===== src/rtl/core/dapid_pkg.sv =====
// Package for the dual axis position PID unit.
// Widths, register codes, reset values and shared item types.
// No dependencies.
package dapid_pkg;

	localparam int GAIN_W  = 24;
	localparam int LIM_W   = 15;
	localparam int TICK_W  = 16;
	localparam int ERR_W   = 16;
	localparam int TGT_W   = 14;
	localparam int DRV_W   = 16;
	localparam int CFG_DW  = 24;
	localparam int CFG_IW  = 3;
	localparam int PROD_W  = 41;
	localparam int SUM_W   = 43;

	localparam int OUT_DEPTH_DEF = 8;

	localparam logic [GAIN_W-1:0] KP_RST      = 24'd78643;
	localparam logic [GAIN_W-1:0] KI_RST      = 24'd7;
	localparam logic [GAIN_W-1:0] KD_RST      = 24'd65536;
	localparam logic [LIM_W-1:0]  LIMIT_RST   = 15'd400;
	localparam logic [LIM_W-1:0]  TOL_RST     = 15'd15;
	localparam logic [TICK_W-1:0] TIMEOUT_RST = 16'd1000;

	typedef enum logic [CFG_IW-1:0] {
		REG_KP      = 3'd0,
		REG_KI      = 3'd1,
		REG_KD      = 3'd2,
		REG_LIMIT   = 3'd3,
		REG_TOL     = 3'd4,
		REG_TIMEOUT = 3'd5
	} cfg_reg_t;

	typedef enum logic {
		CMD_START  = 1'b0,
		CMD_SAMPLE = 1'b1
	} cmd_t;

	typedef struct packed {
		logic clr;
		logic upd;
	} lane_ctl_t;

	typedef struct packed {
		logic done;
		logic tmo;
		logic clr;
		logic moving;
		logic run;
	} res_flags_t;

	typedef struct packed {
		logic signed [DRV_W-1:0] drive_left;
		logic signed [DRV_W-1:0] drive_right;
		res_flags_t              flags;
	} res_t;

endpackage


===== src/rtl/core/dapid_ofifo.sv =====
// Result queue between the lane pipeline and the output channel.
// Uses dapid_pkg::res_t; depth set by the top level.
module dapid_ofifo #(
	parameter int DEPTH = dapid_pkg::OUT_DEPTH_DEF
) (
	input  logic            clk,
	input  logic            arst_n,
	input  logic            wr_en,
	input  dapid_pkg::res_t wr_data,
	input  logic            rd_en,
	output logic            rd_valid,
	output dapid_pkg::res_t rd_data
);

	localparam int PTR_W = (DEPTH > 1) ? $clog2(DEPTH) : 1;
	localparam int CNT_W = $clog2(DEPTH + 1);

	dapid_pkg::res_t  mem_q [DEPTH];
	logic [PTR_W-1:0] wr_ptr_q, rd_ptr_q;
	logic [CNT_W-1:0] cnt_q;

	assign rd_valid = (cnt_q != '0);
	assign rd_data  = mem_q[rd_ptr_q];

	always_ff @(posedge clk) begin
		if (wr_en) begin
			mem_q[wr_ptr_q] <= wr_data;
		end
	end

	always_ff @(posedge clk or negedge arst_n) begin
		if (!arst_n) begin
			wr_ptr_q <= '0;
			rd_ptr_q <= '0;
			cnt_q    <= '0;
		end else begin
			if (wr_en) begin
				wr_ptr_q <= (wr_ptr_q == PTR_W'(DEPTH - 1)) ? '0 : wr_ptr_q + 1'b1;
			end
			if (rd_en) begin
				rd_ptr_q <= (rd_ptr_q == PTR_W'(DEPTH - 1)) ? '0 : rd_ptr_q + 1'b1;
			end
			unique case ({wr_en, rd_en})
				2'b10:   cnt_q <= cnt_q + 1'b1;
				2'b01:   cnt_q <= cnt_q - 1'b1;
				default: cnt_q <= cnt_q;
			endcase
		end
	end

endmodule


===== config.mk =====
export PLATFORM = sky130hd
export DESIGN_NAME = dapid_ofifo
export DESIGN_NICKNAME = d
export VERILOG_FILES = /design/src/rtl/core/dapid_pkg.sv /design/src/rtl/core/dapid_ofifo.sv
export SDC_FILE = /design/constraint.sdc
export NUM_CORES = 1
export LEC_CHECK = 0
export ABC_AREA = 1
export BUFFER_PORTS_ARGS = -buffer_cell sky130_fd_sc_hd__buf_2
export CAP_MARGIN = 30
export CORE_ASPECT_RATIO = 1.4
export CORE_MARGIN = 2
export CORE_UTILIZATION = 55
export DETAILED_ROUTE_END_ITERATION = 12
export PLACE_DENSITY = 0.7
export RECOVER_POWER = 50
export SKIP_LAST_GASP = 1
export SLEW_MARGIN = 0
export SYNTH_ARGS = -nofsm -noshare
export SYNTH_HDL_FRONTEND = slang
export SYNTH_SLANG_ARGS = --single-unit

===== constraint.sdc =====
create_clock -name clk -period 5.27 [get_ports clk]
set_input_delay 0.527 -clock clk [delete_from_list [all_inputs] [get_ports clk]]
set_output_delay 0.527 -clock clk [all_outputs]
set_load 0.01 [all_outputs]

==> run_results.csv <==
group,metric,value,unit
cts,cts_tree,"built",
outcome,status,"complete, but fails checks",
hold_path,hold_path.class,"in2reg",
pwr,pwr_density_cell,523,nW/um^2
timing,finalClockSkew,0.0169,ns
placement,dpl_cell_area,12700,sq um
timing,hold_slack,0.295,ns
floorplanning,die_y,180,um
yosys,synth_cell_type_count,25,
hold_path,hp-start,"rd_en",
placement,place.port_buffers,78,
timing,setup_slack,1.64,ns
placement,routabilityCongestion,0.753,
floorplanning,initial_core_util,0.557,
worst_setup_path,critPathSlowestCell,"dfrtp_4",
yosys,avgSynthCellArea,13.3,sq um
cts,postCtsResizedCells,0,
yosys,synth-warning-count,0,
worst_setup_path,crit_fanout,84,
timing,finalSetupViolCount,0,
yosys,async_flop_share,0.0327,
worst_setup_path,required,4.74,ns
floorplanning,core-area,21800,sq um
yosys,synth_edf_count,296,
cells_and_area,finish.utilization,0.621,
yosys,synthTopCellsByArea,"edfxtp_1 (73%), o21ai_0 (4.8%), nor2_1 (4.2%)",
yosys,synth_seq_cells,306,
global_routing,grt_remaining_overflow,0,
routing,routed-wl-met3,1570,um
timing,grt_setup_unrepaired,"false",
cells_and_area,layout-drive-gt1-share,0.136,
timing,worst_pin_slew,1.61,ns
outcome,violations,"capacitance limit, slew limit",
timing,hold_violations,0,
cts,root_buffer,"clkbuf_16",
yosys,synth_top_flop_cell,"edfxtp_1",
cells_and_area,nNetsFinal,1029,
global_routing,grt_max_degree,85,
worst_setup_path,worst_setup_path_start_kind,"flop",
timing,slew_violations,17,
cells_and_area,final_cells,1299,
pwr,ir_drop,319,uV
timing,min_period,3.63,ns
yosys,synth_cells,914,
worst_setup_path,crit_path_frequent_cell,"nand2_1",
pwr,pwr-share-clk,0.264,
yosys,netlist.area_leader.share,0.732,
timing,fmax,276,MHz
pwr,leakage,4.61,nW
routing,first_pass_iters,5,
routing,top_layer_used,"met4",
routing,wl_per_cell,18.7,um
yosys,synth_top_area_cell,"edfxtp_1",
pwr,swShare,0.331,
pwr,seqPwrFrac,0.442,
cts,cts_buffer_depth,3,
placement,place_inst,1248,
worst_setup_path,crit_path_cell_trace,"inv_6 -> buf_4 -> o21ai_0 -> o22ai_1 -> nand2_1 -> nand2_1 -> buf_2",
cells_and_area,stdcell_area,13500,sq um
yosys,synth_nets,962,
routing,final_antenna_net_count,0,
worst_setup_path,arrival,3.10,ns
pwr,p_sw,2.34,mW
pwr,comb_power_share,0.294,
global_routing,grt_pass1_vias,7086,
pwr,power.internal,4.72,mW
global_routing,antenna_found_initial,1,
cts,clock_sinks,306,
global_routing,grt_use_total,0.209,
cells_and_area,most-common-layout-cells,"edfxtp_1 (296), nand2_1 (132), nor2_1 (130)",
floorplanning,fp.dieW,130,um
routing,wl_met1,10000,um
floorplanning,row_count,64,
worst_setup_path,crit-reg2reg-launch,"wr_ptr_q[0]",
pwr,power.total,7.07,mW
placement,dp_hpwl,12700,um
worst_setup_path,crit_path_start,"rd_ptr_q[0]",
cts,cts_made_buffers,27,
timing,fin_crit_sh,0.688,
global_routing,grt_first_pass_wirelength,37700,um
worst_setup_path,cp-end-kind,"output port",
floorplanning,die_area,23300,sq um
timing,slew_headroom,-0.0799,
cts,clk-insertion-delay-late,0.53,ns
cts,clkTransAtPathRegs,0.06,ns
worst_setup_path,cp_slowest_stage_delay,0.75,ns
placement,preCtsSetupSlack,2.20,ns
routing,wl,24300,um
floorplanning,num_io_pins,79,
yosys,syn_area,12100,sq um
yosys,yosysSeqAreaShare,0.753,
routing,drc,0,
worst_setup_path,critical_path_class,"reg2out",
routing,drt-vias-per-instance,5.60,
cells_and_area,mostFrequentLayoutCell,"edfxtp_1",
routing,dr_wl_met2,12100,um
cts,h-tree-depth,1,
job,drv_cap,1,
timing,final.setup.tns,0,ns
routing,drt_iter0_markers,693,
cells_and_area,area_growth,11.3,%
routing,num_vias,7268,
synthesized netlist by cell type (4+ instances only):
cell type  count
buf_6          9
nor2_1       136
o22ai_1       74
o21ai_1       30
nor2_2        25
clkbuf_1      21
nand3_1        4
o21ai_0      117
nand2_1      132
buf_2         17
inv_1         11
edfxtp_1     296
ha_1           7
o21ai_2        9
dfrtp_1       10
per-layer routing:
metal  vias up  GRT usage
met5         -          0
li1       3459          -
met3        44     0.0304
met4         0     0.0680
met2       208      0.345
met1      3557      0.287
path summary, 6_finish.rpt:
kind	to	slack [ns]	cells after the start
min in group asynchronous	cnt_q[3]	0.52	2
worst max-delay path	rd_data[13]	1.64	7
worst min-delay path	rd_ptr_q[0]	0.29	2
max in group asynchronous	rd_ptr_q[0]	4.28	2
worst min register to register	cnt_q[0]	0.53	1
worst max register to register	mem_q[7][0]	2.48	3
final cells by class:
type	instances	area (sq um)
clock buffers	40	785
clock inverters	9	63.8
inverters	13	53.8
well taps	297	372
flip-flops and latches	306	9150
diodes	1	2.50
repair buffers	94	464
fillers	1678	8260
multi-input cells	539	2630
repair_timing:
| item | 4_1_cts | 5_1_grt |
|---|---|---|
| hold buffers | 1 | 0 |
| endpoints found under the hold margin | 10 | 0 |
| setup buffers | 0 | 0 |
worst max-delay path, delay by kind of cell (launching register included):
| kind | cells | cell delay, ns |
|---|---|---|
| buffers and inverters | 3 | 1.24 |
| flip-flops | 1 | 0.75 |
| AO/OA/AOI/OAI | 2 | 0.32 |
| AND/OR/NAND/NOR | 2 | 0.15 |
cell families after synthesis:
logic type	synth area share
DFF	0.753
and+or+nand+nor	0.0974
AOI/OAI and AO/OA	0.106
adders and majority gates	0.00721
xor gates and xnor gates	0.00216
buffers and inverters	0.0341
flip-flops by register name, summed over array words and instances, names as in the netlist:
register	count
cnt_q	4
mem_q	296
rd_ptr_q	3
wr_ptr_q	3
power groups by stage:
| stage | Combinational, mW | Clock (mW) | Sequential (mW) |
|---|---|---|---|
| 3_5_place_dp | 2.10 | 0 | 3.18 |
| 4_1_cts | 2.11 | 1.89 | 3.12 |
| 5_1_grt | 2.31 | 1.99 | 3.15 |
| 6_report | 2.07 | 1.87 | 3.13 |
| 2_1_floorplan | 1.46 | 0 | 3.12 |
| 3_3_place_gp | 2.06 | 0 | 3.17 |
Power figures use the tool's default switching activity.
