[config.mk]
export PLATFORM = sky130hd
export DESIGN_NAME = dapid_lane
export DESIGN_NICKNAME = d
export VERILOG_FILES = /design/src/rtl/core/dapid_pkg.sv /design/src/rtl/core/dapid_lane.sv
export SDC_FILE = /design/constraint.sdc
export NUM_CORES = 2
export LEC_CHECK = 0
export BUFFER_PORTS_ARGS = -buffer_cell sky130_fd_sc_hd__buf_4
export CORE_MARGIN = 1.5
export CORE_UTILIZATION = 44
export CTS_BUF_LIST = sky130_fd_sc_hd__clkbuf_8
export DETAILED_ROUTE_END_ITERATION = 8
export PLACE_DENSITY = 0.67
export SLEW_MARGIN = 20
export SYNTH_ARGS = -nofsm -noshare
export SYNTH_HDL_FRONTEND = slang
export SYNTH_SLANG_ARGS = --single-unit
export TNS_END_PERCENT = 10
[constraint.sdc]
create_clock -name clk -period 7.95 [get_ports clk]
set_input_delay 0 -clock clk [delete_from_list [all_inputs] [get_ports clk]]
set_output_delay 0 -clock clk [all_outputs]
set_load 0.02 [all_outputs]
[src/rtl/core/dapid_pkg.sv]
// Package for the dual axis position PID unit.
// Widths, register codes, reset values and shared item types.
// No dependencies.
package dapid_pkg;

	localparam int GAIN_W  = 24;
	localparam int LIM_W   = 15;
	localparam int TICK_W  = 16;
	localparam int ERR_W   = 16;
	localparam int TGT_W   = 14;
	localparam int DRV_W   = 16;
	localparam int CFG_DW  = 24;
	localparam int CFG_IW  = 3;
	localparam int PROD_W  = 41;
	localparam int SUM_W   = 43;

	localparam int OUT_DEPTH_DEF = 8;

	localparam logic [GAIN_W-1:0] KP_RST      = 24'd78643;
	localparam logic [GAIN_W-1:0] KI_RST      = 24'd7;
	localparam logic [GAIN_W-1:0] KD_RST      = 24'd65536;
	localparam logic [LIM_W-1:0]  LIMIT_RST   = 15'd400;
	localparam logic [LIM_W-1:0]  TOL_RST     = 15'd15;
	localparam logic [TICK_W-1:0] TIMEOUT_RST = 16'd1000;

	typedef enum logic [CFG_IW-1:0] {
		REG_KP      = 3'd0,
		REG_KI      = 3'd1,
		REG_KD      = 3'd2,
		REG_LIMIT   = 3'd3,
		REG_TOL     = 3'd4,
		REG_TIMEOUT = 3'd5
	} cfg_reg_t;

	typedef enum logic {
		CMD_START  = 1'b0,
		CMD_SAMPLE = 1'b1
	} cmd_t;

	typedef struct packed {
		logic clr;
		logic upd;
	} lane_ctl_t;

	typedef struct packed {
		logic done;
		logic tmo;
		logic clr;
		logic moving;
		logic run;
	} res_flags_t;

	typedef struct packed {
		logic signed [DRV_W-1:0] drive_left;
		logic signed [DRV_W-1:0] drive_right;
		res_flags_t              flags;
	} res_t;

endpackage

[src/rtl/core/dapid_lane.sv]
// One wheel lane: error, gain products, integral recurrence, drive sum and clamp.
// Uses dapid_pkg; controlled by dapid_ctrl through a lane_ctl_t.
module dapid_lane (
	input  logic                                clk,
	input  logic                                arst_n,
	input  logic                                load_goal,
	input  logic signed [dapid_pkg::TGT_W-1:0]  target,
	input  logic signed [dapid_pkg::ERR_W-1:0]  enc,
	input  logic        [dapid_pkg::GAIN_W-1:0] kp,
	input  logic        [dapid_pkg::GAIN_W-1:0] ki,
	input  logic        [dapid_pkg::GAIN_W-1:0] kd,
	input  logic        [dapid_pkg::LIM_W-1:0]  tol,
	input  logic        [dapid_pkg::LIM_W-1:0]  limit,
	input  dapid_pkg::lane_ctl_t                ctl,
	output logic                                within_s2,
	output logic signed [dapid_pkg::DRV_W-1:0]  drive_s4
);

	function automatic logic signed [15:0] sat16(input logic signed [27:0] v);
		if (v > 28'sd32767) begin
			return 16'sh7fff;
		end else if (v < -28'sd32768) begin
			return 16'sh8000;
		end else begin
			return v[15:0];
		end
	endfunction

	logic signed [15:0] goal_q;
	logic signed [16:0] diff;
	logic signed [15:0] err0;
	logic signed [15:0] err_s1;

	logic signed [dapid_pkg::PROD_W-1:0] pi_c, pp_c, pd_c;
	logic signed [16:0] err_x, tol_x;
	logic within_c;

	logic signed [dapid_pkg::PROD_W-1:0] pi_s2, pp_s2, pd_s2;
	logic signed [15:0] err_s2;
	logic signed [15:0] integ_q;
	logic signed [15:0] last_q;
	logic signed [dapid_pkg::PROD_W-1:0] kdl_c;
	logic signed [24:0] frac_hi;
	logic signed [25:0] iq, iq_r;
	logic               i_inc;
	logic signed [15:0] integ_new;

	logic signed [15:0] integ_s3;
	logic signed [dapid_pkg::PROD_W-1:0] pp_s3, pd_s3, kdl_s3;
	logic signed [dapid_pkg::SUM_W-1:0] sum_c;
	logic signed [dapid_pkg::SUM_W-1:0] sum_s4;

	logic signed [26:0] dq;
	logic signed [27:0] dq_r, lim_x;
	logic               d_inc;

	// stage 0: error against the current goal
	assign diff = {goal_q[15], goal_q} - {enc[15], enc};
	assign err0 = sat16($signed({{11{diff[16]}}, diff}));

	always_ff @(posedge clk or negedge arst_n) begin
		if (!arst_n) begin
			goal_q <= '0;
		end else if (load_goal) begin
			goal_q <= {target, 2'b00};
		end
	end

	always_ff @(posedge clk) begin
		err_s1 <= err0;
	end

	// stage 1: gain products and settle check
	assign pi_c = $signed({1'b0, ki}) * err_s1;
	assign pp_c = $signed({1'b0, kp}) * err_s1;
	assign pd_c = $signed({1'b0, kd}) * err_s1;
	assign err_x = {err_s1[15], err_s1};
	assign tol_x = $signed({2'b00, tol});
	assign within_c = (err_x >= -tol_x) && (err_x <= tol_x);

	always_ff @(posedge clk) begin
		pi_s2     <= pi_c;
		pp_s2     <= pp_c;
		pd_s2     <= pd_c;
		err_s2    <= err_s1;
		within_s2 <= within_c;
	end

	// stage 2: integral recurrence, truncated toward zero
	assign frac_hi = pi_s2[40:16];
	assign iq      = $signed({{10{integ_q[15]}}, integ_q}) + $signed({frac_hi[24], frac_hi});
	assign i_inc   = iq[25] && (pi_s2[15:0] != 16'd0);
	assign iq_r    = iq + $signed({25'd0, i_inc});
	assign integ_new = sat16($signed({{2{iq_r[25]}}, iq_r}));
	assign kdl_c   = $signed({1'b0, kd}) * last_q;

	always_ff @(posedge clk or negedge arst_n) begin
		if (!arst_n) begin
			integ_q <= '0;
			last_q  <= '0;
		end else if (ctl.clr) begin
			integ_q <= '0;
			last_q  <= '0;
		end else if (ctl.upd) begin
			integ_q <= integ_new;
			last_q  <= err_s2;
		end
	end

	always_ff @(posedge clk) begin
		integ_s3 <= integ_new;
		pp_s3    <= pp_s2;
		pd_s3    <= pd_s2;
		kdl_s3   <= kdl_c;
	end

	// stage 3: drive sum (kd*(err - last) as kd*err - kd*last)
	assign sum_c = $signed({{2{pp_s3[40]}}, pp_s3}) + $signed({{2{pd_s3[40]}}, pd_s3})
		- $signed({{2{kdl_s3[40]}}, kdl_s3})
		+ $signed({{11{integ_s3[15]}}, integ_s3, 16'd0});

	always_ff @(posedge clk) begin
		sum_s4 <= sum_c;
	end

	// stage 4: truncate and clamp
	assign dq    = sum_s4[42:16];
	assign d_inc = sum_s4[42] && (sum_s4[15:0] != 16'd0);
	assign dq_r  = $signed({dq[26], dq}) + $signed({27'd0, d_inc});
	assign lim_x = $signed({13'd0, limit});

	always_comb begin
		if (dq_r > lim_x) begin
			drive_s4 = lim_x[15:0];
		end else if (dq_r < -lim_x) begin
			drive_s4 = 16'(-lim_x);
		end else begin
			drive_s4 = dq_r[15:0];
		end
	end

endmodule

==> impl_metrics.csv <==
group,metric,value,unit
worst_setup_path,slowest_delay,0.87,ns
worst_setup_path,critPathRequiredTime,8.57,ns
clock_tree,clk_pin_slew,0.06,ns
routing,wl,187000,µm
timing,max_freq,0.133,GHz
die,rows,146,
worst_setup_path,crit_buf_inv,5,
timing,setup_tns,0,ns
timing,finalClockSkew,0.0716,ns
synth,synthesis.nets,9993,
die,dieArea,0.162,mm²
timing,hold_viol,0,
place,gp_congestion,0.914,
synth,ys_seq_area_share,11.3,%
clock_tree,worstSkewPairLatency,0.76,ns
synth,async_reset_ff_share,12.0,%
timing,setup_viol_count_final,0,
synth,netlist_area,0.0700,mm²
synth,synth_edf_count,0,
clock_tree,numCtsBuffers,71,
routing,viasPerCell,5.22,
global_route,grt_pass1_wl,304000,µm
worst_setup_path,worstPathMaxFanout,31,
worst_setup_path,cpMostUsedCell,"fa_1",
timing,fin_crit,7.55,ns
die,pin_count,154,
synth,synth.top_cell.area_share,36.9,%
routing,route.met3.wl,15100,µm
clock_tree,root_buffer,"clkbuf_8",
worst_setup_path,cp-endpoint,"pd_s2[39]",
clock_tree,cts_resized,0,
worst_setup_path,worstReg2RegStart,"err_s1[4]",
worst_setup_path,cp_data_arrival_time,8.17,ns
timing,fin_crit_sh,94.9,%
routing,drtIter0Drc,3652,
die,core_area,0.158,mm²
die,initial_utilization,44.3,%
cells_and_area,syn_to_final_growth,8.22,%
worst_setup_path,path_depth,25,
timing,relSlewSlack,36.6,%
global_route,grt_pass1_vias,57100,
routing,wire_per_inst,18.6,µm
clock_tree,postCtsHoldBufs,79,
synth,ys_seq_elements,384,
worst_setup_path,reg2regPathDepth,25,
clock_tree,h-tree-depth,3,
worst_setup_path,startpoint,"err_s1[4]",
worst_setup_path,r2r_end,"pd_s2[39]",
global_route,grt_overflow,0,
worst_setup_path,crit_slowest_cell,"dfxtp_2",
synth,synth_top_area_cell,"fa_1",
flow_run,cap_violations,0,
synth,synthFlopType,"dfxtp_1",
synth,synth_cell_types,101,
clock_tree,cts_tree,"built",
global_route,antenna_found_initial,21,
global_route,grt_max_degree,51,
cells_and_area,drive_gt1_share,5.76,%
worst_setup_path,r2r_slack,0.40,ns
routing,dr_wl_met2,83400,µm
routing,wl_met1,80900,µm
timing,slew_viol_final,0,
worst_setup_path,criticalPathCategory,"flop to flop",
synth,synthTopCellsByArea,"fa_1 (37%), ha_1 (13%), inv_1 (9.7%)",
worst_setup_path,crit_family,"adder cells",
routing,drc,0,
clock_tree,clock_sinks,384,
routing,vias,52500,
clock_tree,postCtsSetupBuffers,0,
global_route,grt.total_usage,23.6,%
routing,top_layer,"met5",
place,port_buffers,153,
status,status,"finished clean",
worst_setup_path,cp-start-kind,"flop",
die,die_w,402,µm
routing,ant_nets,0,
timing,tightest_slew,0.949,ns
place,dp_hpwl,149000,µm
worst_setup_path,setup.worst_path.end_class,"flop",
hold_path,hp-class,"primary input to flop",
routing,first_pass_iters,6,
clock_tree,cts_buffer_depth,3,
synth,synth_cells,7834,
synth,synth.avg_cell_area,8.94,µm²
synth,ys_warn_count,0,
timing,grt_setup_unrepaired,"false",
hold_path,hold_depth,7,
die,die_h,402,µm
cells_and_area,nets,10100,
-- how the worst min path moves through the flow --
| stage | endpoint | slack (ns) | start |
|---|---|---|---|
| after floorplan | goal_q[10] | -0.30 | arst_n |
| after global placement | goal_q[2] | 0.07 | arst_n |
| after detailed placement | goal_q[2] | 0.08 | arst_n |
| after CTS | pd_s2[2] | 0.04 | kd[2] |
| after global routing | pd_s2[2] | 0.11 | kd[2] |
| final | err_s1[8] | 0.08 | enc[7] |
-- through the flow --
step	hold slack (ns)	setup WS, ns	cell area (µm²)	utilization, %	cells
after global placement	0.0733	0.569	73400	46.4	9833
after global routing	0.108	0.0314	75800	47.9	10000
after floorplan	-0.296	1.06	70000	-	7834
after detailed placement	0.0755	0.467	73400	46.4	9833
final	0.0789	0.404	75800	47.9	10000
after CTS	0.0377	0.420	75800	47.9	10000
-- worst min-delay path, cell delays in order --
cell and delay [ns]:
buf_4 0.11, inv_1 0.05, ha_1 0.18, a21oi_1 0.05, o21a_1 0.13, xor2_1 0.17, o21ai_0 0.09
-- cells by family after synthesis --
kind of cell | count (synthesis) | synth area share (%)
xor+xnor | 278 | 3.52
mux | 40 | 0.600
simple gates | 2183 | 15.5
buf+inv | 2130 | 11.5
flops | 384 | 11.3
fa+ha+maj | 2025 | 50.0
compound gates | 794 | 7.58
-- cell usage in the layout, fill, tap and decap left out, types with 59 or more instances in the layout --
master | synthesis | layout
xor2_1 | 79 | 79
ha_1 | 730 | 730
nand2b_1 | 75 | 75
xnor2_1 | 195 | 195
clkbuf_8 | 0 | 81
dfxtp_1 | 338 | 322
fa_1 | 1292 | 1292
dlygate4sd3_1 | 0 | 78
a21oi_1 | 242 | 241
inv_1 | 1806 | 1821
nand3_1 | 59 | 59
nor2_1 | 233 | 233
and2_1 | 667 | 667
o21ai_0 | 127 | 127
buf_4 | 2 | 241
a21o_1 | 121 | 121
nand2_1 | 901 | 901
-- registers in the layout (all words and copies together) (netlist names), 16 cells and up --
name      count
integ_q      16
kdl_s3       41
integ_s3     16
err_s1       16
sum_s4       43
last_q       16
pp_s3        41
pi_s2        41
pd_s3        41
err_s2       16
pd_s2        41
pp_s2        41
-- synth_stat cells, drive strengths merged (12+ instances only) --
cell type and instances:
nor2 234, and2 668, xnor2 198, buf 23, and4 12, nand2b 75, mux2i 24, fa 1292
nand4 42, and3 24, mux2 16, o21bai 36, a21o 121, nand3 59, or3 17, clkbuf 301
a2111oi 21, a31oi 20, a21oi 243, dfrtp 46, nor4 23, nand2 902, a211oi 20, dfxtp 338
inv 1806, xor2 80, nor2b 33, o21a 44, o211ai 17, o21ai 152, ha 730, nor3 53
-- metal layers --
layer,up-vias,track usage (%)
met3,421,4.97
met5,-,0
met1,26300,31.5
li1,23900,-
met2,1871,37.5
met4,16,9.63
-- layout make-up --
class / count / area (µm²)
Clock inverter: 46 / 427
Timing Repair Buffer: 330 / 2820
Antenna cell: 10 / 25.0
Fill cell: 14900 / 82400
Tap cell: 2072 / 2590
Clock buffer: 81 / 1110
Inverter: 1806 / 6780
Multi-Input combinational cell: 5320 / 54100
Sequential cell: 384 / 7940
Power is left out: the tool's default activity adds up to more than one toggle a clock period on the data nets, which glitch-free logic cannot reach.
