### src/rtl/core/dapid_pkg.sv
// Package for the dual axis position PID unit.
// Widths, register codes, reset values and shared item types.
// No dependencies.
package dapid_pkg;

	localparam int GAIN_W  = 24;
	localparam int LIM_W   = 15;
	localparam int TICK_W  = 16;
	localparam int ERR_W   = 16;
	localparam int TGT_W   = 14;
	localparam int DRV_W   = 16;
	localparam int CFG_DW  = 24;
	localparam int CFG_IW  = 3;
	localparam int PROD_W  = 41;
	localparam int SUM_W   = 43;

	localparam int OUT_DEPTH_DEF = 8;

	localparam logic [GAIN_W-1:0] KP_RST      = 24'd78643;
	localparam logic [GAIN_W-1:0] KI_RST      = 24'd7;
	localparam logic [GAIN_W-1:0] KD_RST      = 24'd65536;
	localparam logic [LIM_W-1:0]  LIMIT_RST   = 15'd400;
	localparam logic [LIM_W-1:0]  TOL_RST     = 15'd15;
	localparam logic [TICK_W-1:0] TIMEOUT_RST = 16'd1000;

	typedef enum logic [CFG_IW-1:0] {
		REG_KP      = 3'd0,
		REG_KI      = 3'd1,
		REG_KD      = 3'd2,
		REG_LIMIT   = 3'd3,
		REG_TOL     = 3'd4,
		REG_TIMEOUT = 3'd5
	} cfg_reg_t;

	typedef enum logic {
		CMD_START  = 1'b0,
		CMD_SAMPLE = 1'b1
	} cmd_t;

	typedef struct packed {
		logic clr;
		logic upd;
	} lane_ctl_t;

	typedef struct packed {
		logic done;
		logic tmo;
		logic clr;
		logic moving;
		logic run;
	} res_flags_t;

	typedef struct packed {
		logic signed [DRV_W-1:0] drive_left;
		logic signed [DRV_W-1:0] drive_right;
		res_flags_t              flags;
	} res_t;

endpackage

### src/rtl/core/dapid_ctrl.sv
// Move control: busy flag, tick timeout and merge of both lanes' settle flags.
// Uses dapid_pkg; drives the lanes' integrator control.
module dapid_ctrl (
	input  logic                                clk,
	input  logic                                arst_n,
	input  logic                                v_s2,
	input  dapid_pkg::cmd_t                     cmd_s2,
	input  logic                                tick_s2,
	input  logic                                within_l,
	input  logic                                within_r,
	input  logic        [dapid_pkg::TICK_W-1:0] timeout,
	output dapid_pkg::lane_ctl_t                ctl,
	output dapid_pkg::res_flags_t               flags_s3
);

	logic                               busy_q;
	logic [dapid_pkg::TICK_W-1:0]       ticks_q;
	logic [dapid_pkg::TICK_W-1:0]       ticks_dec;
	logic                               arrived;
	logic                               done;
	dapid_pkg::res_flags_t              flags_c;

	assign arrived   = within_l && within_r;
	assign ticks_dec = (tick_s2 && (ticks_q != '0)) ? ticks_q - 1'b1 : ticks_q;

	always_comb begin
		ctl.clr = v_s2 && (cmd_s2 == dapid_pkg::CMD_START);
		ctl.upd = v_s2 && (cmd_s2 == dapid_pkg::CMD_SAMPLE) && busy_q;
		done    = ctl.upd && (arrived || (ticks_dec == '0));
		flags_c.done   = done;
		flags_c.tmo    = done && !arrived;
		flags_c.clr    = ctl.clr || done;
		flags_c.moving = ctl.clr || (ctl.upd && !done);
		flags_c.run    = ctl.upd && !done;
	end

	always_ff @(posedge clk or negedge arst_n) begin
		if (!arst_n) begin
			busy_q  <= 1'b0;
			ticks_q <= '0;
		end else if (ctl.clr) begin
			busy_q  <= 1'b1;
			ticks_q <= timeout;
		end else if (ctl.upd) begin
			busy_q  <= !done;
			ticks_q <= ticks_dec;
		end
	end

	always_ff @(posedge clk) begin
		flags_s3 <= flags_c;
	end

endmodule

### config.mk
export PLATFORM = sky130hd
export DESIGN_NAME = dapid_ctrl
export DESIGN_NICKNAME = d
export VERILOG_FILES = /design/src/rtl/core/dapid_pkg.sv /design/src/rtl/core/dapid_ctrl.sv
export SDC_FILE = /design/constraint.sdc
export NUM_CORES = 1
export LEC_CHECK = 0
export BUFFER_PORTS_ARGS = -buffer_cell sky130_fd_sc_hd__buf_4
export CAP_MARGIN = 20
export CELL_PAD_IN_SITES_DETAIL_PLACEMENT = 1
export CELL_PAD_IN_SITES_GLOBAL_PLACEMENT = 1
export CORE_ASPECT_RATIO = 1.2
export CORE_MARGIN = 3
export CORE_UTILIZATION = 36
export CTS_CLUSTER_DIAMETER = 30
export DETAILED_ROUTE_END_ITERATION = 8
export PLACE_DENSITY_LB_ADDON = 0.1
export SLEW_MARGIN = 30
export SYNTH_ARGS = -nofsm -noshare
export SYNTH_HDL_FRONTEND = slang
export SYNTH_SLANG_ARGS = --single-unit
### constraint.sdc
create_clock -name clk -period 2.1 [get_ports clk]
set_input_delay 0.105 -clock clk [delete_from_list [all_inputs] [get_ports clk]]
set_output_delay 0.105 -clock clk [all_outputs]
set_load 0.1 [all_outputs]
==> flow_metrics.env, run 1 <==
export IMPL_outcome="finished with violations"
export IMPL_violations="negative setup slack"
export IMPL_post_route_util_pct=56.44
export IMPL_cts_buffer_depth=2
export IMPL_cp_start_kind="flop"
export IMPL_slowest_delay_ns=0.56
export IMPL_setup_violations_final=20
export IMPL_drt_iter0_drc=138
export IMPL_cts_max_level=1
export IMPL_core_um2=4294
export IMPL_dpl_hpwl_mm=4.210
export IMPL_synth_main_ff_cell="dfrtp_1"
export IMPL_grt_use_total_pct=25.05
export IMPL_dieArea_um2=5345
export IMPL_reg2reg_setup_slack_ns=-0.27
export IMPL_drtPass1Iterations=4
export IMPL_drt_wl_total_mm=7.256
export IMPL_fill_cells=523
export IMPL_numCtsBuffers=3
export IMPL_fin_crit_ns=2.368
export IMPL_synthTopCellsByArea="dfrtp_1 26%, a21oi_1 8.0%, dfxtp_1 6.2%"
export IMPL_ff_latch_area_um2=525.5
export IMPL_avgSynthCellArea_um2=7.753
export IMPL_initial_core_util_pct=37.73
export IMPL_multi_input_area_um2=1176
export IMPL_synth_cell_type_count=47
export IMPL_p_total_uw=1405
export IMPL_syn_nets=234
export IMPL_cts_tree="yes"
export IMPL_drive_above_1_share_pct=41.95
export IMPL_dp_slack_ns=-0.2176
export IMPL_slew_violations=0
export IMPL_synth_seq_cells=22
export IMPL_crit_slowest_cell="or4_4"
export IMPL_pwr_density_cell_nw_per_um2=579.9
export IMPL_syn2layout_area_growth_pct=49.58
export IMPL_worst_pin_slew_ns=0.6262
export IMPL_grt_pass1_vias=2031
export IMPL_path_clk_slew_ns=0.09
export IMPL_hold_viol=0
export IMPL_overflow=0
export IMPL_synthTopCellsByCount="26 x a21oi_1, 17 x dfrtp_1, 16 x nand2_1, 15 x clkbuf_1, 14 x nor2_1"
export IMPL_io_pins=30
export IMPL_criticalPathCategory="flop to flop"
export IMPL_final_setup_skew_ns=0.003354
export IMPL_cts_root_buf="clkbuf_8"
export IMPL_yosys_cell_count_top_type="a21oi_1"
export IMPL_final_nets=293
export IMPL_leakagePower_uw=0.001017
export IMPL_antenna_left=0
export IMPL_required_ns=2.33
export IMPL_vias=2017
export IMPL_relSlewSlack_pct=57.93
export IMPL_die_w_um=67.24
export IMPL_num_rows=26
export IMPL_postSynth_asyncResetShare_pct=77.27
export IMPL_drc_errors=0
export IMPL_syn_area_um2=1620
export IMPL_yosysWarnings=0
export IMPL_rsz0062_at_grt="true"
export IMPL_diodes=0
export IMPL_worstPathCellList="or4_4 > buf_6 > o311ai_4 > a32o_2 > a31oi_4 > a211oi_4 > and3_1"
export IMPL_clk_latency_ns=0.28
export IMPL_place_gp_congestion=0.9027
export IMPL_cp_max_fo=5
export IMPL_postSynthCellCount=209
export IMPL_max_freq_ghz=0.4223
export IMPL_seq_area_frac_synth_pct=32.43
export IMPL_antenna_found_initial=0
export IMPL_synth_top_area_cell="dfrtp_1"
export IMPL_clock_sinks=22
export IMPL_min_period_over_period_pct=112.8
export IMPL_max_vdd_ir_drop_uv=275.6
export IMPL_yosys_area_top_type_share_pct=26.25
export IMPL_drv_cap=0
export IMPL_drt_vias_per_instance=6.245
export IMPL_cp_arrival_ns=2.60
export IMPL_hold_class="primary input to flop"
export IMPL_grt_max_degree=47
export IMPL_grt_pass1_wl_mm=10.15
export IMPL_die_h_um=79.49
export IMPL_portBuffers=29
export IMPL_synth_edf_count=0
export IMPL_setup_slack_ns=-0.2682
export IMPL_cp_end_kind="flop"
export IMPL_wl_per_cell_um=22.46
[cell usage in the layout, fill, tap and decap left out, drive strengths merged, types with 2 or more instances in the layout]
master   Yosys  routed
buf          3      70
o31ai        5       5
or2          2       2
clkbuf      15       4
mux2i        2       2
dfxtp        5       5
inv          8       8
a21oi       26      26
and2         5       5
a31o         2       2
nand4       11      11
o21ai       10      10
a31oi        3       3
nand2       16      16
nor3         9       9
and3         3       3
nor2        14      14
nand3        6       6
dfrtp       17      17
nor4         4       4
o41ai        2       2
or4          3       3
o21a         4       4
nand2b       3       3
a2bb2oi      5       5
o22ai        6       6
ha           2       2
nor4b        2       2
[worst max-delay path, delay by kind of cell (launching register included)]
kind	cells	cell delay, ns
AO/OA/AOI/OAI	4	1.00
AND/OR/NAND/NOR	2	0.76
flip-flops	1	0.40
buffers and inverters	1	0.15
[power by group]
part           switching, uW  total [uW]  internal, uW  leakage, uW
Combinational            346         584           238     0.000768
Sequential              44.5         514           470     0.000227
Clock                    171         307           136    0.0000228
Total                    561        1410           844      0.00102
[per-layer routing]
layer	GRT usage (%)	vias up	routed length [um]
li1	-	900	-
met1	30.94	1017	2917
met2	42.18	74	3742
met3	2.958	26	286
met4	12.37	0	310
met5	0	-	0
[area by class of cell]
class,instances,share of cell area [%]
well taps,56,2.891
flip-flops and latches,22,21.68
inverters,8,1.239
repair buffers,72,23.80
multi-input cells,161,48.53
clock buffers,4,1.859
[path summary, 6_finish.rpt]
kind,start,end,depth (start not counted)
setup / recovery,ticks_q[10],flags_s3[3],7
hold / removal,timeout[14],ticks_q[14],3
setup reg to reg,ticks_q[10],flags_s3[3],7
hold reg to reg,busy_q,busy_q,2
max in group asynchronous,arst_n,ticks_q[6],2
min in group asynchronous,arst_n,ticks_q[5],2
[flip-flops by register name, indices dropped and copies added (netlist names)]
signal and cells:
flags_s3 5, busy_q 1, ticks_q 16
[stage by stage]
stage                     TNS (ns)  hold WS, ns  cell area (um2)  std cells
after global routing        -4.237       0.1558             2424        323
after detailed placement    -1.624    -0.005269             2082        308
after CTS                   -1.260       0.1325             2215        318
after floorplan            -0.8945      -0.1906             1635        209
final                       -2.673       0.1260             2424        323
after global placement     -0.7858     -0.01497             2082        308
[kinds of logic after synthesis]
| logic type | share of synthesized area (%) |
|---|---|
| buf+inv | 6.641 |
| fa+ha+maj | 1.544 |
| simple gates | 28.57 |
| mux | 1.236 |
| flops | 32.43 |
| compound gates | 29.58 |
[what timing repair did]
| item | CTS | global route |
|---|---|---|
| hold buffers | 1 | 0 |
| pin swaps | 15 | 20 |
| hold endpoints to repair | 17 | 0 |
| setup endpoints to repair | 18 | 22 |
| cloned | 0 | 1 |
| setup buffers | 5 | 6 |
| resized for setup | 9 | 41 |
Power figures use the tool's default switching activity.
==> inputs of run 2 (changes only) <==
--- a/config.mk
+++ b/config.mk
@@ -14,7 +14,7 @@
 export CORE_UTILIZATION = 36
 export CTS_CLUSTER_DIAMETER = 30
 export DETAILED_ROUTE_END_ITERATION = 8
-export PLACE_DENSITY_LB_ADDON = 0.1
+export PLACE_DENSITY = 0.71
 export SLEW_MARGIN = 30
 export SYNTH_ARGS = -nofsm -noshare
 export SYNTH_HDL_FRONTEND = slang
==> run 2 against run 1 <==
Net effect:
- the run still ends with negative setup slack left
- register-to-register slack gained 0.03 ns
- via count grew 5.6%
- final area rose by 5.2%
- sequential power up 2%
- non-clock buffer count rose by 7
- sequential share of layout area fell by 1.1 points
- setup slack better by 0.031 ns
- wire length is 6.0% higher
- flip-flop and latch count unchanged
- power up 9.3%
- clock skew grew 0.0023 ns
- first-iteration DRC count up 15%
- critical path type unchanged
==> flow_metrics.env, run 2 (same netlist as run 1, synthesis figures left out) <==
export IMPL_outcome="finished with violations"
export IMPL_violations="negative setup slack"
export IMPL_antenna_found_initial=0
export IMPL_worst_pin_slew_ns=0.6592
export IMPL_setup_slack_ns=-0.2373
export IMPL_wl_per_cell_um=23.31
export IMPL_hold_slack_ns=0.1095
export IMPL_timing_setup_tns_ns=-2.809
export IMPL_cts_root_buf="clkbuf_8"
export IMPL_dieArea_um2=5345
export IMPL_overflow=0
export IMPL_stdcell_area_um2=2550
export IMPL_leakagePower_uw=0.001076
export IMPL_die_w_um=67.24
export IMPL_slowest_delay_ns=0.52
export IMPL_placed_cell_area_um2=2112
export IMPL_cts_tree="yes"
export IMPL_drt_wl_total_mm=7.691
export IMPL_initial_core_util_pct=37.73
export IMPL_numCtsBuffers=3
export IMPL_cts_buffer_depth=2
export IMPL_cp_arrival_ns=2.56
export IMPL_cp_max_fo=7
export IMPL_drc_errors=0
export IMPL_dpl_hpwl_mm=4.305
export IMPL_num_rows=26
export IMPL_p_total_uw=1537
export IMPL_antenna_left=0
export IMPL_clock_sinks=22
export IMPL_fin_crit_ns=2.337
export IMPL_clk_latency_ns=0.28
export IMPL_cp_start_kind="flop"
export IMPL_drt_vias_per_instance=6.452
export IMPL_max_freq_ghz=0.4279
export IMPL_grt_max_degree=47
export IMPL_min_period_over_period_pct=111.3
export IMPL_path_clk_slew_ns=0.09
export IMPL_drive_above_1_share_pct=47.08
export IMPL_drv_cap=0
export IMPL_place_gp_congestion=0.8883
export IMPL_max_vdd_ir_drop_uv=341.5
export IMPL_drt_iter0_drc=159
export IMPL_post_route_util_pct=59.38
export IMPL_layout_commonest_cell="buf_4"
export IMPL_hold_viol=0
export IMPL_largest_reg_flops=16
export IMPL_pwr_density_cell_nw_per_um2=602.6
export IMPL_grt_pass1_vias=2223
export IMPL_relSlewSlack_pct=56.01
export IMPL_setup_violations_final=22
export IMPL_syn2layout_area_growth_pct=57.37
export IMPL_top_regs="ticks_q (16), flags_s3 (5), busy_q (1)"
export IMPL_hold_class="primary input to flop"
export IMPL_crit_slowest_cell="o41ai_1"
export IMPL_final_nets=300
export IMPL_crit_family="compound AO/OA/AOI/OAI gates"
export IMPL_crit_buf_inv=2
export IMPL_cts_max_level=1
export IMPL_criticalPathCategory="flop to flop"
export IMPL_drtPass1Iterations=5
export IMPL_fill_cells=507
export IMPL_worstPathCellList="inv_2 > buf_4 > ha_1 > o41ai_1 > a32o_2 > a31oi_2 > a211oi_4 > and3_1"
export IMPL_rsz0062_at_grt="true"
export IMPL_portBuffers=29
export IMPL_diodes=0
export IMPL_grt_pass1_wl_mm=10.92
export IMPL_final_setup_skew_ns=0.005616
export IMPL_top_register="ticks_q"
export IMPL_grt_use_total_pct=27.29
export IMPL_reg2reg_setup_slack_ns=-0.24
export IMPL_mostFrequentLayoutCells="69 x buf_4, 17 x a21oi_1, 17 x dfrtp_1"
export IMPL_die_h_um=79.49
export IMPL_slew_violations=0
export IMPL_vias=2129
export IMPL_core_um2=4294
export IMPL_io_pins=30
export IMPL_required_ns=2.32
export IMPL_cp_end_kind="flop"
==> run 2: changes by cell type in the layout (fill, tap and decap cells not counted), sizes merged <==
cell and change:
buf +8, bufinv +1, clkbuf -1, clkdlybuf4s15 -1
==> run 2: cell type report <==
type | instances | area, um2 | share of cell area, %
clock buffer | 3 | 41.29 | 1.619
tap | 56 | 70.07 | 2.748
multi-input combinational | 161 | 1224 | 47.99
clock inverter | 1 | 30.03 | 1.178
sequential | 22 | 525.5 | 20.61
inverter | 8 | 30.03 | 1.178
timing repair buffer | 79 | 629.4 | 24.68
==> run 2: what timing repair did <==
action | in CTS | in global routing
hold buffers | 1 | 0
setup endpoints to repair | 18 | 22
buffers inserted | 8 | 8
pin swaps | 18 | 39
hold endpoints to repair | 17 | 0
resized for setup | 19 | 44
==> run 2: power breakdown <==
part	internal [uW]	switching, uW
clock	255	160
sequential	470	56.6
combinational	242	353
==> run 2: layer usage <==
layer	GRT usage, %	share of wire [%]	up-vias
met3	5.634	5.3	42
met2	48.57	52	109
met5	0	0	-
li1	-	-	919
met1	29.11	37	1059
met4	15.21	5.4	0
==> run 2: metrics by stage <==
step           worst slack, ns  instances
2_1_floorplan          -0.1964        209
3_3_place_gp           -0.1034        312
3_5_place_dp           -0.1909        312
4_1_cts                -0.1611        324
5_1_grt                -0.3485        330
6_report               -0.2373        330
==> run 2: worst register-to-register path, cell delays in order (launching register included) <==
cell      delay (ns)
dfrtp_1         0.40
inv_2           0.06
buf_4           0.14
ha_1            0.31
o41ai_1         0.52
a32o_2          0.28
a31oi_2         0.12
a211oi_4        0.26
and3_1          0.20
==> run 2: worst paths after layout <==
kind                       startpoint     endpoint  depth (start not counted)
setup / recovery           ticks_q[0]  flags_s3[3]                          8
hold / removal             timeout[4]   ticks_q[4]                          3
setup reg to reg           ticks_q[0]  flags_s3[3]                          8
hold reg to reg                busy_q       busy_q                          2
max in group asynchronous      arst_n   ticks_q[0]                          2
min in group asynchronous      arst_n   ticks_q[4]                          2
==> inputs of run 3 (changes only) <==
--- a/config.mk
+++ b/config.mk
@@ -15,6 +15,7 @@
 export CTS_CLUSTER_DIAMETER = 30
 export DETAILED_ROUTE_END_ITERATION = 8
 export PLACE_DENSITY = 0.71
+export SKIP_LAST_GASP = 1
 export SLEW_MARGIN = 30
 export SYNTH_ARGS = -nofsm -noshare
 export SYNTH_HDL_FRONTEND = slang
==> run 3 against run 2 <==
Net effect:
- clock skew fell by 0.0039 ns
- flip-flop and latch count is the same
- the run still ends with negative setup slack left
- wire length down 3.7%
==> flow_metrics.env, run 3 (same netlist as run 1, synthesis figures left out) <==
export IMPL_outcome="finished with violations"
export IMPL_violations="negative setup slack"
export IMPL_cts_root_buf="clkbuf_8"
export IMPL_top_register="ticks_q"
export IMPL_timing_setup_tns_ns=-2.930
export IMPL_leakagePower_uw=0.001074
export IMPL_setup_violations_final=21
export IMPL_cts_tree="yes"
export IMPL_layout_commonest_cell="buf_4"
export IMPL_cts_buffer_depth=2
export IMPL_required_ns=2.33
export IMPL_vias=2111
export IMPL_cp_end_kind="flop"
export IMPL_dpl_hpwl_mm=4.305
export IMPL_hold_start="timeout[4]"
export IMPL_cp_max_fo=7
export IMPL_hold_class="primary input to flop"
export IMPL_cp_arrival_ns=2.66
export IMPL_overflow=0
export IMPL_placed_cell_area_um2=2112
export IMPL_die_w_um=67.24
export IMPL_antenna_found_initial=0
export IMPL_max_vdd_ir_drop_uv=305.0
export IMPL_worst_pin_slew_ns=0.6266
export IMPL_clk_latency_ns=0.28
export IMPL_wl_per_cell_um=22.45
export IMPL_dieArea_um2=5345
export IMPL_drt_iter0_drc=151
export IMPL_io_pins=30
export IMPL_min_period_over_period_pct=115.9
export IMPL_final_setup_skew_ns=0.001667
export IMPL_grt_pass1_wl_mm=10.95
export IMPL_drt_wl_total_mm=7.408
export IMPL_core_um2=4294
export IMPL_largest_reg_flops=16
export IMPL_pwr_density_cell_nw_per_um2=603.6
export IMPL_grt_max_degree=47
export IMPL_stdcell_area_um2=2530
export IMPL_cts_max_level=1
export IMPL_dp_slack_ns=-0.1909
export IMPL_relSlewSlack_pct=58.18
export IMPL_diodes=0
export IMPL_drc_errors=0
export IMPL_holdPathEnd="ticks_q[4]"
export IMPL_num_rows=26
export IMPL_max_freq_ghz=0.4110
export IMPL_fin_crit_ns=2.433
export IMPL_die_h_um=79.49
export IMPL_r2r_start="ticks_q[0]"
export IMPL_mostFrequentLayoutCells="69 x buf_4, 19 x a21oi_1, 17 x dfrtp_1"
export IMPL_numCtsBuffers=3
export IMPL_portBuffers=29
export IMPL_hold_viol=0
export IMPL_r2r_end="flags_s3[3]"
export IMPL_reg2reg_setup_slack_ns=-0.33
export IMPL_cp_start_kind="flop"
export IMPL_drtPass1Iterations=4
export IMPL_drv_cap=0
export IMPL_drive_above_1_share_pct=45.26
export IMPL_grt_use_total_pct=27.32
export IMPL_r2r_cells=8
export IMPL_syn2layout_area_growth_pct=56.14
export IMPL_setup_slack_ns=-0.3332
export IMPL_slew_violations=0
export IMPL_rsz0062_at_grt="true"
export IMPL_min_path_cells=3
export IMPL_drt_vias_per_instance=6.397
export IMPL_criticalPathCategory="flop to flop"
export IMPL_initial_core_util_pct=37.73
export IMPL_clock_sinks=22
export IMPL_place_gp_congestion=0.8883
export IMPL_antenna_left=0
export IMPL_top_regs="ticks_q (16), flags_s3 (5), busy_q (1)"
export IMPL_grt_pass1_vias=2215
export IMPL_final_nets=300
export IMPL_path_clk_slew_ns=0.09
## run 3: cell counts in the layout (fill, tap and decap cells not counted)
Identical to the previous run, type by type.
## run 3: stage by stage
stage                     total power (uW)  hold WS, ns  utilization (%)  std cells
after floorplan                      781.2      -0.1906                -        209
after global placement               974.8     -0.01126            49.18        312
after detailed placement             998.0    -0.001583            49.18        312
after CTS                             1443       0.1308            54.14        324
after global routing                  1588       0.1177            58.92        330
final                                 1527       0.1042            58.92        330
## run 3: critical path, cell delays in order (launching register included)
cell and delay [ns]:
dfrtp_1 0.37, inv_2 0.05, buf_4 0.14, ha_1 0.31
o41ai_1 0.63, a32o_2 0.30, a31oi_2 0.12, a211oi_4 0.26
and3_1 0.21
## run 3: area by class of cell
class                           instances  area (um2)
Fill cell                             499        1764
Inverter                                8       30.03
Clock buffer                            3       41.29
Timing Repair Buffer                   79       629.4
Clock inverter                          1       30.03
Tap cell                               56       70.07
Multi-Input combinational cell        161        1204
Sequential cell                        22       525.5
## run 3: power breakdown
part	leakage, uW	total (uW)	switching (uW)	internal, uW
logic	0.000812	581	342	239
clock network	0.0000357	423	167	256
registers	0.000227	523	53.4	469
total	0.00107	1530	562	965
## run 3: timing repair
item,4_1_cts,5_1_grt
hold buffers,1,0
hold endpoints to repair,17,0
setup endpoints to repair,18,22
resized for setup,18,40
pin swaps,15,40
buffers inserted,8,8
## run 3: worst max-delay path by stage
stage / startpoint / endpoint / slack (ns) / cells after the start
after global placement: ticks_q[12] / flags_s3[3] / -0.10 / 6
final: ticks_q[0] / flags_s3[3] / -0.33 / 8
after detailed placement: ticks_q[12] / flags_s3[3] / -0.19 / 6
after floorplan: ticks_q[11] / flags_s3[3] / -0.20 / 8
after CTS: ticks_q[8] / flags_s3[3] / -0.16 / 6
after global routing: ticks_q[0] / flags_s3[3] / -0.39 / 8
## run 3: routing by layer
metal | vias to the layer above | global-route usage [%] | share of wire (%)
li1 | 921 | - | -
met4 | 0 | 15.01 | 6.0
met3 | 41 | 6.479 | 6.0
met1 | 1049 | 28.85 | 36
met5 | - | 0 | 0
met2 | 100 | 48.48 | 52
